$ cat config.mk
export PLATFORM = sky130hd
export DESIGN_NAME = double_ended_queue_with_search_top
export DESIGN_NICKNAME = d
export VERILOG_FILES = /design/src/deqs_pkg.sv /design/src/deqs_cell.sv /design/src/double_ended_queue_with_search_top.sv
export VERILOG_INCLUDE_DIRS = /design/src /design/src/src
export SDC_FILE = /design/constraint.sdc
export NUM_CORES = 2
export LEC_CHECK = 0
export BUFFER_PORTS_ARGS = -buffer_cell sky130_fd_sc_hd__buf_2
export CAP_MARGIN = 40
export CORE_MARGIN = 2
export CORE_UTILIZATION = 50
export DETAILED_ROUTE_END_ITERATION = 8
export GPL_TIMING_DRIVEN = 0
export HOLD_SLACK_MARGIN = 0.05
export PLACE_DENSITY_LB_ADDON = 0.05
export REMOVE_ABC_BUFFERS = 1
export SLEW_MARGIN = 25
export SYNTH_ARGS = -nofsm -noshare
export SYNTH_HDL_FRONTEND = slang
export SYNTH_SLANG_ARGS = --single-unit
$ cat constraint.sdc
create_clock -name clk -period 4.35 [get_ports clk]
set_clock_uncertainty 0.1 [all_clocks]
set_input_delay 0.2175 -clock clk [delete_from_list [all_inputs] [get_ports clk]]
set_output_delay 0.2175 -clock clk [all_outputs]
set_load 0.01 [all_outputs]
$ cat src/double_ended_queue_with_search_top_assert.svh
// ----------------------------------------------------------------------------
// Assertion macros for the double-ended queue with search
// Concurrent checks clocked on clk and held off while arst_n is low.
// ----------------------------------------------------------------------------
`ifndef DOUBLE_ENDED_QUEUE_WITH_SEARCH_TOP_ASSERT_SVH
`define DOUBLE_ENDED_QUEUE_WITH_SEARCH_TOP_ASSERT_SVH

`ifndef SYNTHESIS
`define DEQS_ASSERT(lbl, prop) \
	lbl: assert property (@(posedge clk) disable iff (!arst_n) (prop)) \
		else $error("deque check failed");
`define DEQS_ASSERT_NEVER(lbl, prop) \
	lbl: assert property (@(posedge clk) disable iff (!arst_n) !(prop)) \
		else $error("deque forbidden condition seen");
`else
`define DEQS_ASSERT(lbl, prop)
`define DEQS_ASSERT_NEVER(lbl, prop)
`endif

`endif

$ cat src/deqs_pkg.sv
// ----------------------------------------------------------------------------
// deqs_pkg
// Shared constants and types of the double-ended queue with search.
// ----------------------------------------------------------------------------
package deqs_pkg;

	localparam int DEPTH  = 16;
	localparam int DATA_W = 32;
	localparam int OP_W   = 3;
	localparam int CNT_W  = $clog2(DEPTH + 1);
	localparam int ST_W   = 2;

	typedef enum logic [OP_W-1:0] {
		OP_PUSH_FRONT = 3'd0,
		OP_PUSH_BACK  = 3'd1,
		OP_POP_FRONT  = 3'd2,
		OP_POP_BACK   = 3'd3,
		OP_LOOKUP     = 3'd4
	} op_t;

	typedef enum logic [ST_W-1:0] {
		ST_OK    = 2'd0,
		ST_EMPTY = 2'd1,
		ST_FULL  = 2'd2
	} status_t;

	typedef struct packed {
		logic take;
		logic push_front;
		logic push_back;
		logic pop_front;
		logic pop_back;
		logic lookup;
	} cell_cmd_t;

endpackage

$ cat src/deqs_cell.sv
// ----------------------------------------------------------------------------
// deqs_cell
// One storage cell of the queue chain, with its own lookup comparator.
// ----------------------------------------------------------------------------
module deqs_cell (
	input  logic                                 clk,
	input  logic                                 arst_n,
	input  deqs_pkg::cell_cmd_t                  cmd,
	input  logic signed [deqs_pkg::DATA_W-1:0]   key,
	input  logic signed [deqs_pkg::DATA_W-1:0]   l_val,
	input  logic                                 l_vld,
	input  logic signed [deqs_pkg::DATA_W-1:0]   r_val,
	input  logic                                 r_vld,
	output logic signed [deqs_pkg::DATA_W-1:0]   val,
	output logic                                 vld,
	output logic                                 last,
	output logic                                 match
);
	import deqs_pkg::*;

	logic signed [DATA_W-1:0] val_q;
	logic                     vld_q;
	logic                     match_q;

	always_ff @(posedge clk) begin
		if (cmd.push_front) begin
			val_q <= l_val;
		end else if (cmd.push_back && !vld_q && l_vld) begin
			val_q <= key;
		end else if (cmd.pop_front) begin
			val_q <= r_val;
		end
	end

	always_ff @(posedge clk or negedge arst_n) begin
		if (!arst_n) begin
			vld_q   <= 1'b0;
			match_q <= 1'b0;
		end else begin
			if (cmd.push_front) begin
				vld_q <= l_vld;
			end else if (cmd.push_back) begin
				vld_q <= vld_q | l_vld;
			end else if (cmd.pop_front) begin
				vld_q <= r_vld;
			end else if (cmd.pop_back && !r_vld) begin
				vld_q <= 1'b0;
			end
			if (cmd.take) begin
				match_q <= cmd.lookup && vld_q && (val_q == key);
			end
		end
	end

	assign val   = val_q;
	assign vld   = vld_q;
	assign last  = vld_q && !r_vld;
	assign match = match_q;

endmodule

$ cat src/double_ended_queue_with_search_top.sv
// ----------------------------------------------------------------------------
// double_ended_queue_with_search_top
// Bounded double-ended queue of signed values held in a chain of cells, with
// a comparator in every cell for membership lookup.
//
//   channel | valid     | ready     | payload
//   request | req_valid | req_ready | opcode, value
//   result  | rsp_valid | rsp_ready | removed_value, found, entry_count,
//           |           |           | is_empty, front_value, back_value, status
//
// A request updates every cell in the cycle it is accepted; its result is
// formed from the cells once the output register is free, and sits there.
// A new request is taken only after the previous one reaches the output register.
// A result stalled by rsp_ready low holds the next finished request back.
// Reset empties the queue at once; no clearing pass is needed.
// ----------------------------------------------------------------------------
`include "double_ended_queue_with_search_top_assert.svh"

module double_ended_queue_with_search_top (
	input  logic                                 clk,
	input  logic                                 arst_n,
	input  logic                                 req_valid,
	output logic                                 req_ready,
	input  logic [deqs_pkg::OP_W-1:0]            opcode,
	input  logic signed [deqs_pkg::DATA_W-1:0]   value,
	output logic                                 rsp_valid,
	input  logic                                 rsp_ready,
	output logic signed [deqs_pkg::DATA_W-1:0]   removed_value,
	output logic                                 found,
	output logic [deqs_pkg::CNT_W-1:0]           entry_count,
	output logic                                 is_empty,
	output logic signed [deqs_pkg::DATA_W-1:0]   front_value,
	output logic signed [deqs_pkg::DATA_W-1:0]   back_value,
	output logic [deqs_pkg::ST_W-1:0]            status
);
	import deqs_pkg::*;

	logic signed [DATA_W-1:0] c_val [DEPTH];
	logic [DEPTH-1:0]         vld_vec;
	logic [DEPTH-1:0]         last_vec;
	logic [DEPTH-1:0]         match_vec;

	cell_cmd_t                cmd;
	op_t                      op;
	logic                     take;
	logic                     full;
	logic                     empty;
	logic                     load_out;
	status_t                  status_d;
	logic signed [DATA_W-1:0] removed_d;
	logic signed [DATA_W-1:0] front_val;
	logic signed [DATA_W-1:0] back_val;

	logic [CNT_W-1:0]         count_q;
	logic                     pend_s1;
	logic signed [DATA_W-1:0] removed_s1;
	status_t                  status_s1;
	logic                     rsp_valid_q;
	logic signed [DATA_W-1:0] removed_s2;
	logic                     found_s2;
	logic [CNT_W-1:0]         count_s2;
	logic                     empty_s2;
	logic signed [DATA_W-1:0] front_s2;
	logic signed [DATA_W-1:0] back_s2;
	status_t                  status_s2;

	assign op        = op_t'(opcode);
	assign req_ready = !pend_s1;
	assign take      = req_valid && req_ready;
	assign full      = (count_q == CNT_W'(DEPTH));
	assign empty     = (count_q == '0);
	assign load_out  = pend_s1 && (!rsp_valid_q || rsp_ready);

	always_comb begin
		cmd            = '0;
		cmd.take       = take;
		cmd.push_front = take && (op == OP_PUSH_FRONT) && !full;
		cmd.push_back  = take && (op == OP_PUSH_BACK) && !full;
		cmd.pop_front  = take && (op == OP_POP_FRONT) && !empty;
		cmd.pop_back   = take && (op == OP_POP_BACK) && !empty;
		cmd.lookup     = take && (op == OP_LOOKUP);
	end

	for (genvar i = 0; i < DEPTH; i++) begin : g_cell
		logic signed [DATA_W-1:0] l_val;
		logic                     l_vld;
		logic signed [DATA_W-1:0] r_val;
		logic                     r_vld;

		if (i == 0) begin : g_head
			assign l_val = value;
			assign l_vld = 1'b1;
		end else begin : g_body
			assign l_val = c_val[i-1];
			assign l_vld = vld_vec[i-1];
		end

		if (i == DEPTH - 1) begin : g_tail
			assign r_val = '0;
			assign r_vld = 1'b0;
		end else begin : g_inner
			assign r_val = c_val[i+1];
			assign r_vld = vld_vec[i+1];
		end

		deqs_cell u_cell (
			.clk    (clk),
			.arst_n (arst_n),
			.cmd    (cmd),
			.key    (value),
			.l_val  (l_val),
			.l_vld  (l_vld),
			.r_val  (r_val),
			.r_vld  (r_vld),
			.val    (c_val[i]),
			.vld    (vld_vec[i]),
			.last   (last_vec[i]),
			.match  (match_vec[i])
		);
	end

	always_comb begin
		back_val = '0;
		for (int i = 0; i < DEPTH; i++) begin
			back_val = back_val | (c_val[i] & {DATA_W{last_vec[i]}});
		end
		front_val = c_val[0] & {DATA_W{vld_vec[0]}};
	end

	always_comb begin
		unique case (op) inside
			OP_PUSH_FRONT, OP_PUSH_BACK: status_d = full ? ST_FULL : ST_OK;
			OP_POP_FRONT, OP_POP_BACK:   status_d = empty ? ST_EMPTY : ST_OK;
			default:                     status_d = ST_OK;
		endcase
	end

	always_comb begin
		if (cmd.pop_front) begin
			removed_d = front_val;
		end else if (cmd.pop_back) begin
			removed_d = back_val;
		end else begin
			removed_d = '0;
		end
	end

	always_ff @(posedge clk or negedge arst_n) begin
		if (!arst_n) begin
			count_q     <= '0;
			pend_s1     <= 1'b0;
			rsp_valid_q <= 1'b0;
		end else begin
			if (cmd.push_front || cmd.push_back) begin
				count_q <= count_q + CNT_W'(1);
			end else if (cmd.pop_front || cmd.pop_back) begin
				count_q <= count_q - CNT_W'(1);
			end
			if (take) begin
				pend_s1 <= 1'b1;
			end else if (load_out) begin
				pend_s1 <= 1'b0;
			end
			if (load_out) begin
				rsp_valid_q <= 1'b1;
			end else if (rsp_ready) begin
				rsp_valid_q <= 1'b0;
			end
		end
	end

	always_ff @(posedge clk) begin
		if (take) begin
			removed_s1 <= removed_d;
			status_s1  <= status_d;
		end
		if (load_out) begin
			removed_s2 <= removed_s1;
			found_s2   <= |match_vec;
			count_s2   <= count_q;
			empty_s2   <= (count_q == '0);
			front_s2   <= front_val;
			back_s2    <= back_val;
			status_s2  <= status_s1;
		end
	end

	assign rsp_valid     = rsp_valid_q;
	assign removed_value = removed_s2;
	assign found         = found_s2;
	assign entry_count   = count_s2;
	assign is_empty      = empty_s2;
	assign front_value   = front_s2;
	assign back_value    = back_s2;
	assign status        = status_s2;

	`DEQS_ASSERT(a_count_tracks_cells, $countones(vld_vec) == int'(count_q))
	`DEQS_ASSERT(a_cells_packed, $onehot({1'b0, vld_vec} + {{DEPTH{1'b0}}, 1'b1}))
	`DEQS_ASSERT(a_match_only_lookup, $past(take && (op != OP_LOOKUP)) |-> (match_vec == '0))
	`DEQS_ASSERT_NEVER(a_found_when_empty, rsp_valid_q && found_s2 && empty_s2)
	`DEQS_ASSERT(a_full_status_count,
		(rsp_valid_q && (status_s2 == ST_FULL)) |-> (count_s2 == CNT_W'(DEPTH)))

endmodule
==> results by group <==
Place
  – DP Wirelength: 124.0 mm
  – I/O Buffers: about 150
  – RePlAce Congestion: between 0.9 and 1

Synth
  – Number of synthesized flops with an enable pin: between 600 and 700
  – Top cells by area, synth: edfxtp_1 (47%), nand3_1 (8.7%), xor2_1 (7.5%)
  – Seq/Total Area, Yosys: 0.4949
  – Top_reg_cell synth: edfxtp_1
  – Post-synthesis cell count: 4046
  – Synth top area share: 0.4713
  – Mux contribution to synthesized area: 0.05864
  – Synth area leader: edfxtp_1
  – XOR/XNOR Fraction of Synth Area: 0.1083
  – Seq cells post-synth: 690
  – Syn Std Cell Area: 41480 um2
  – Compound-gate portion of the synthesized area: 0.1043
  – Post-synthesis simple-gate area fraction: 0.1813
  – Most common cell in the netlist: nand3_1
  – Ys async rst share: 0.05652
  – Main combinational cell family by area after synthesis: simple AND/OR/NAND/NOR gates
  – Library cells used by synthesis: 60
  – Post-synth top cells: nand3_1 (725), edfxtp_1 (651), nand2_1 (508), xor2_1 (355), clkbuf_1 (211)
  – Post-Synth Adder-Cell Area: 0.001388
  – Syn avg cell area: 10.25 um2
  – Yosys warning count: 0

Floorplan
  – Std-Cell Rows: 105
  – I/O pins: roughly 150
  – Starting Density: 0.5051
  – Die W: 292.0 um
  – Die span in y: around 300 um
  – Total Die Area: 85270 um2
  – Placeable Area: 82110 um2

Setup path
  – Worst setup EP type: flop
  – Start point of the critical path: pend_s1
  – Worst-path cell chain: nand3b_1 -> a211oi_4 -> buf_8 -> buf_6 -> buf_8 -> buf_8 -> buf_6 -> and2_4 -> nand2b_2 -> buf_12
  – Worst Path Required: roughly 4.6 ns
  – Crit path max fanout: 33
  – Worst r2r src: pend_s1
  – Reg2reg path depth: 10
  – Delay-heaviest family, CP: simple AND/OR/NAND/NOR gates
  – Worst EP arrival: between 4 and 5 ns
  – Kind of critical path: reg2reg
  – Worst path max stage delay: 0.64 ns
  – R2R Path End: g_cell[8].u_cell.val[5]
  – CP bufs+invs: 6
  – Reg2Reg Setup Slack: 0.33 ns
  – Slowest-stage cell, CP: and2_4
  – CP most frequent cell: buf_8
  – CP Launch Type: flop

Route
  – Vias/cell: 6.760
  – WL/cell: 32.49 um
  – Antenna Nets Post-Route: 0
  – Vias: 34800
  – Drt drc: 0
  – DRT Wirelength: 167.2 mm
  – Initial DRC count: 5904
  – TritonRoute pass-1 iters: 6

Clocking
  – CTS tree: done
  – Maximum clock path buffer count: 3
  – CTS root buf: clkbuf_16
  – Worst-path clk slew: 0.06 ns
  – CTS Buf Count: 80
  – Post-CTS resize count: 0
  – H-tree depth: 3
  – CTS sink cnt: 690
  – Skew-Pair Late Insertion Delay: 0.65 ns

Timing
  – Achievable frequency: between 200 and 250 MHz
  – Setup Viol. Count Final: 0
  – Final Slew Violations: 0
  – Final Hold Fails: 0
  – Final Cycle Share: 0.9251
  – Tmin final: 4.024 ns
  – RSZ-0062 raised after global routing: no
  – Worst slew margin: 0.3000
  – Worst-Margin Slew: 1.050 ns
  – Setup tns final: 0 ns

Layout
  – Layout cells sized above 1: 0.1229
  – FILL cells: approximately 7000
  – FF/Latch Area: 20530 um2
  – Final Util: 0.5738
  – Area grow syn2layout: 13.60%
  – Area of the multi-input gates: 19070 um2
  – Final #Nets: 4054

Power and ir drop
  – Final Power: 0.02407 W
  – Pwr/cell area: a little over 500 nW/um2
  – IR drop worst, VDD: roughly 280 uV
  – Leak Pwr: 16.24 nW

Global route
  – Total track usage: 0.3836
  – Largest net degree at the start of global routing: 61
  – Vias in the first global route: 32010
  – Gr ovfl total: 0
  – Initial antenna violation count: 5
  – Wire length of the first global-routing pass: 236.5 mm

Run
  – Max-cap violation count: 0

Min path
  – Worst Hold Launch: value[19]
  – Hold Crit Depth: 3
  – Worst hold path class: in2reg
  – Hold path endpoint: g_cell[14].u_cell.val[19]

Run status
  – Outcome: complete, no violations
## layout by cell type, fill, tap and decap left out, types with 35 or more instances in the layout
cell | synthesis | layout
dfrtp_1 | 39 | 35
edfxtp_1 | 651 | 651
xnor2_1 | 158 | 158
buf_2 | 94 | 146
xor2_1 | 355 | 355
nor4_1 | 96 | 95
o21ai_0 | 136 | 136
a221oi_1 | 100 | 100
nand4_1 | 83 | 83
clkbuf_16 | 0 | 82
nand2_1 | 508 | 491
mux2i_1 | 207 | 207
o21ai_1 | 113 | 113
a22oi_1 | 54 | 54
a22o_1 | 147 | 147
nand3_1 | 725 | 724
buf_12 | 0 | 47
buf_6 | 17 | 35
## timing repair
action	4_1_cts	5_1_grt
hold buffers	9	13
buffers inserted	0	1
endpoints found under the setup margin	0	18
endpoints found under the hold margin	48	35
## area by class of cell
class                   instances  area share
flip-flops and latches        690      0.4358
multi-input cells            2917      0.4048
repair buffers                308     0.07324
clock buffers                 105     0.04644
well taps                    1070     0.02841
clock inverters                41     0.01009
inverters                      14    0.001115
diodes                          2   0.0001062
## sequential cells by signal, indices dropped and copies added, names as in the netlist
register             flops
is_empty                 1
g_cell.u_cell.vld       16
g_cell.u_cell.val      512
found                    1
removed_s1              32
front_value             32
count_q                  5
pend_s1                  1
removed_value           32
entry_count              5
rsp_valid                1
status                   2
status_s1                2
back_value              32
g_cell.u_cell.match     16
## where the power goes
part           internal, W  switching, W  total [W]
logic              0.00274       0.00519    0.00794
clock network      0.00409       0.00296    0.00705
registers          0.00815      0.000930    0.00908
total               0.0150       0.00908     0.0241
## logic make-up (layout without fill, tap and decap cells)
logic type | Yosys count | count (layout)
and+or+nand+nor | 1547 | 1547
xor gates and xnor gates | 513 | 513
other | 0 | 2
AOI/OAI and AO/OA | 614 | 614
DFF | 690 | 690
buffers and inverters | 439 | 468
muxes | 239 | 239
adders and majority gates | 4 | 4
## worst max path at each step
stage,endpoint,slack (ns),cells after the start
after floorplan,g_cell[10].u_cell.val[25],-9.10,3
after global placement,g_cell[12].u_cell.val[5],-16.19,3
after detailed placement,g_cell[8].u_cell.val[5],0.05,11
after CTS,g_cell[8].u_cell.val[23],0.13,12
after global routing,g_cell[8].u_cell.val[23],0.29,10
final,g_cell[8].u_cell.val[5],0.33,10
## layer usage
metal / global-route usage / up-vias / part of all wire
li1: - / 14910 / -
met1: 0.5395 / 17030 / 0.39
met2: 0.5282 / 2515 / 0.41
met3: 0.1037 / 340 / 0.13
met4: 0.2258 / 2 / 0.068
met5: 0 / - / 0.000078
## metrics by stage
step	instance area, um2	instances	hold WS [ns]	setup slack, ns
after detailed placement	43890	4959	0.1845	0.05189
after CTS	46650	5114	0.2018	0.1344
final	47120	5147	0.2301	0.3257
after global routing	47110	5145	0.2580	0.2894
after global placement	41470	4836	0.3015	-16.19
after floorplan	39400	3621	-0.1781	-9.103
## worst min-delay path: cells and delay by family
kind	cells	cell delay [ns]
buffers and inverters	1	0.36
AND/OR/NAND/NOR	2	0.22
(Power assumes the default switching activity.)
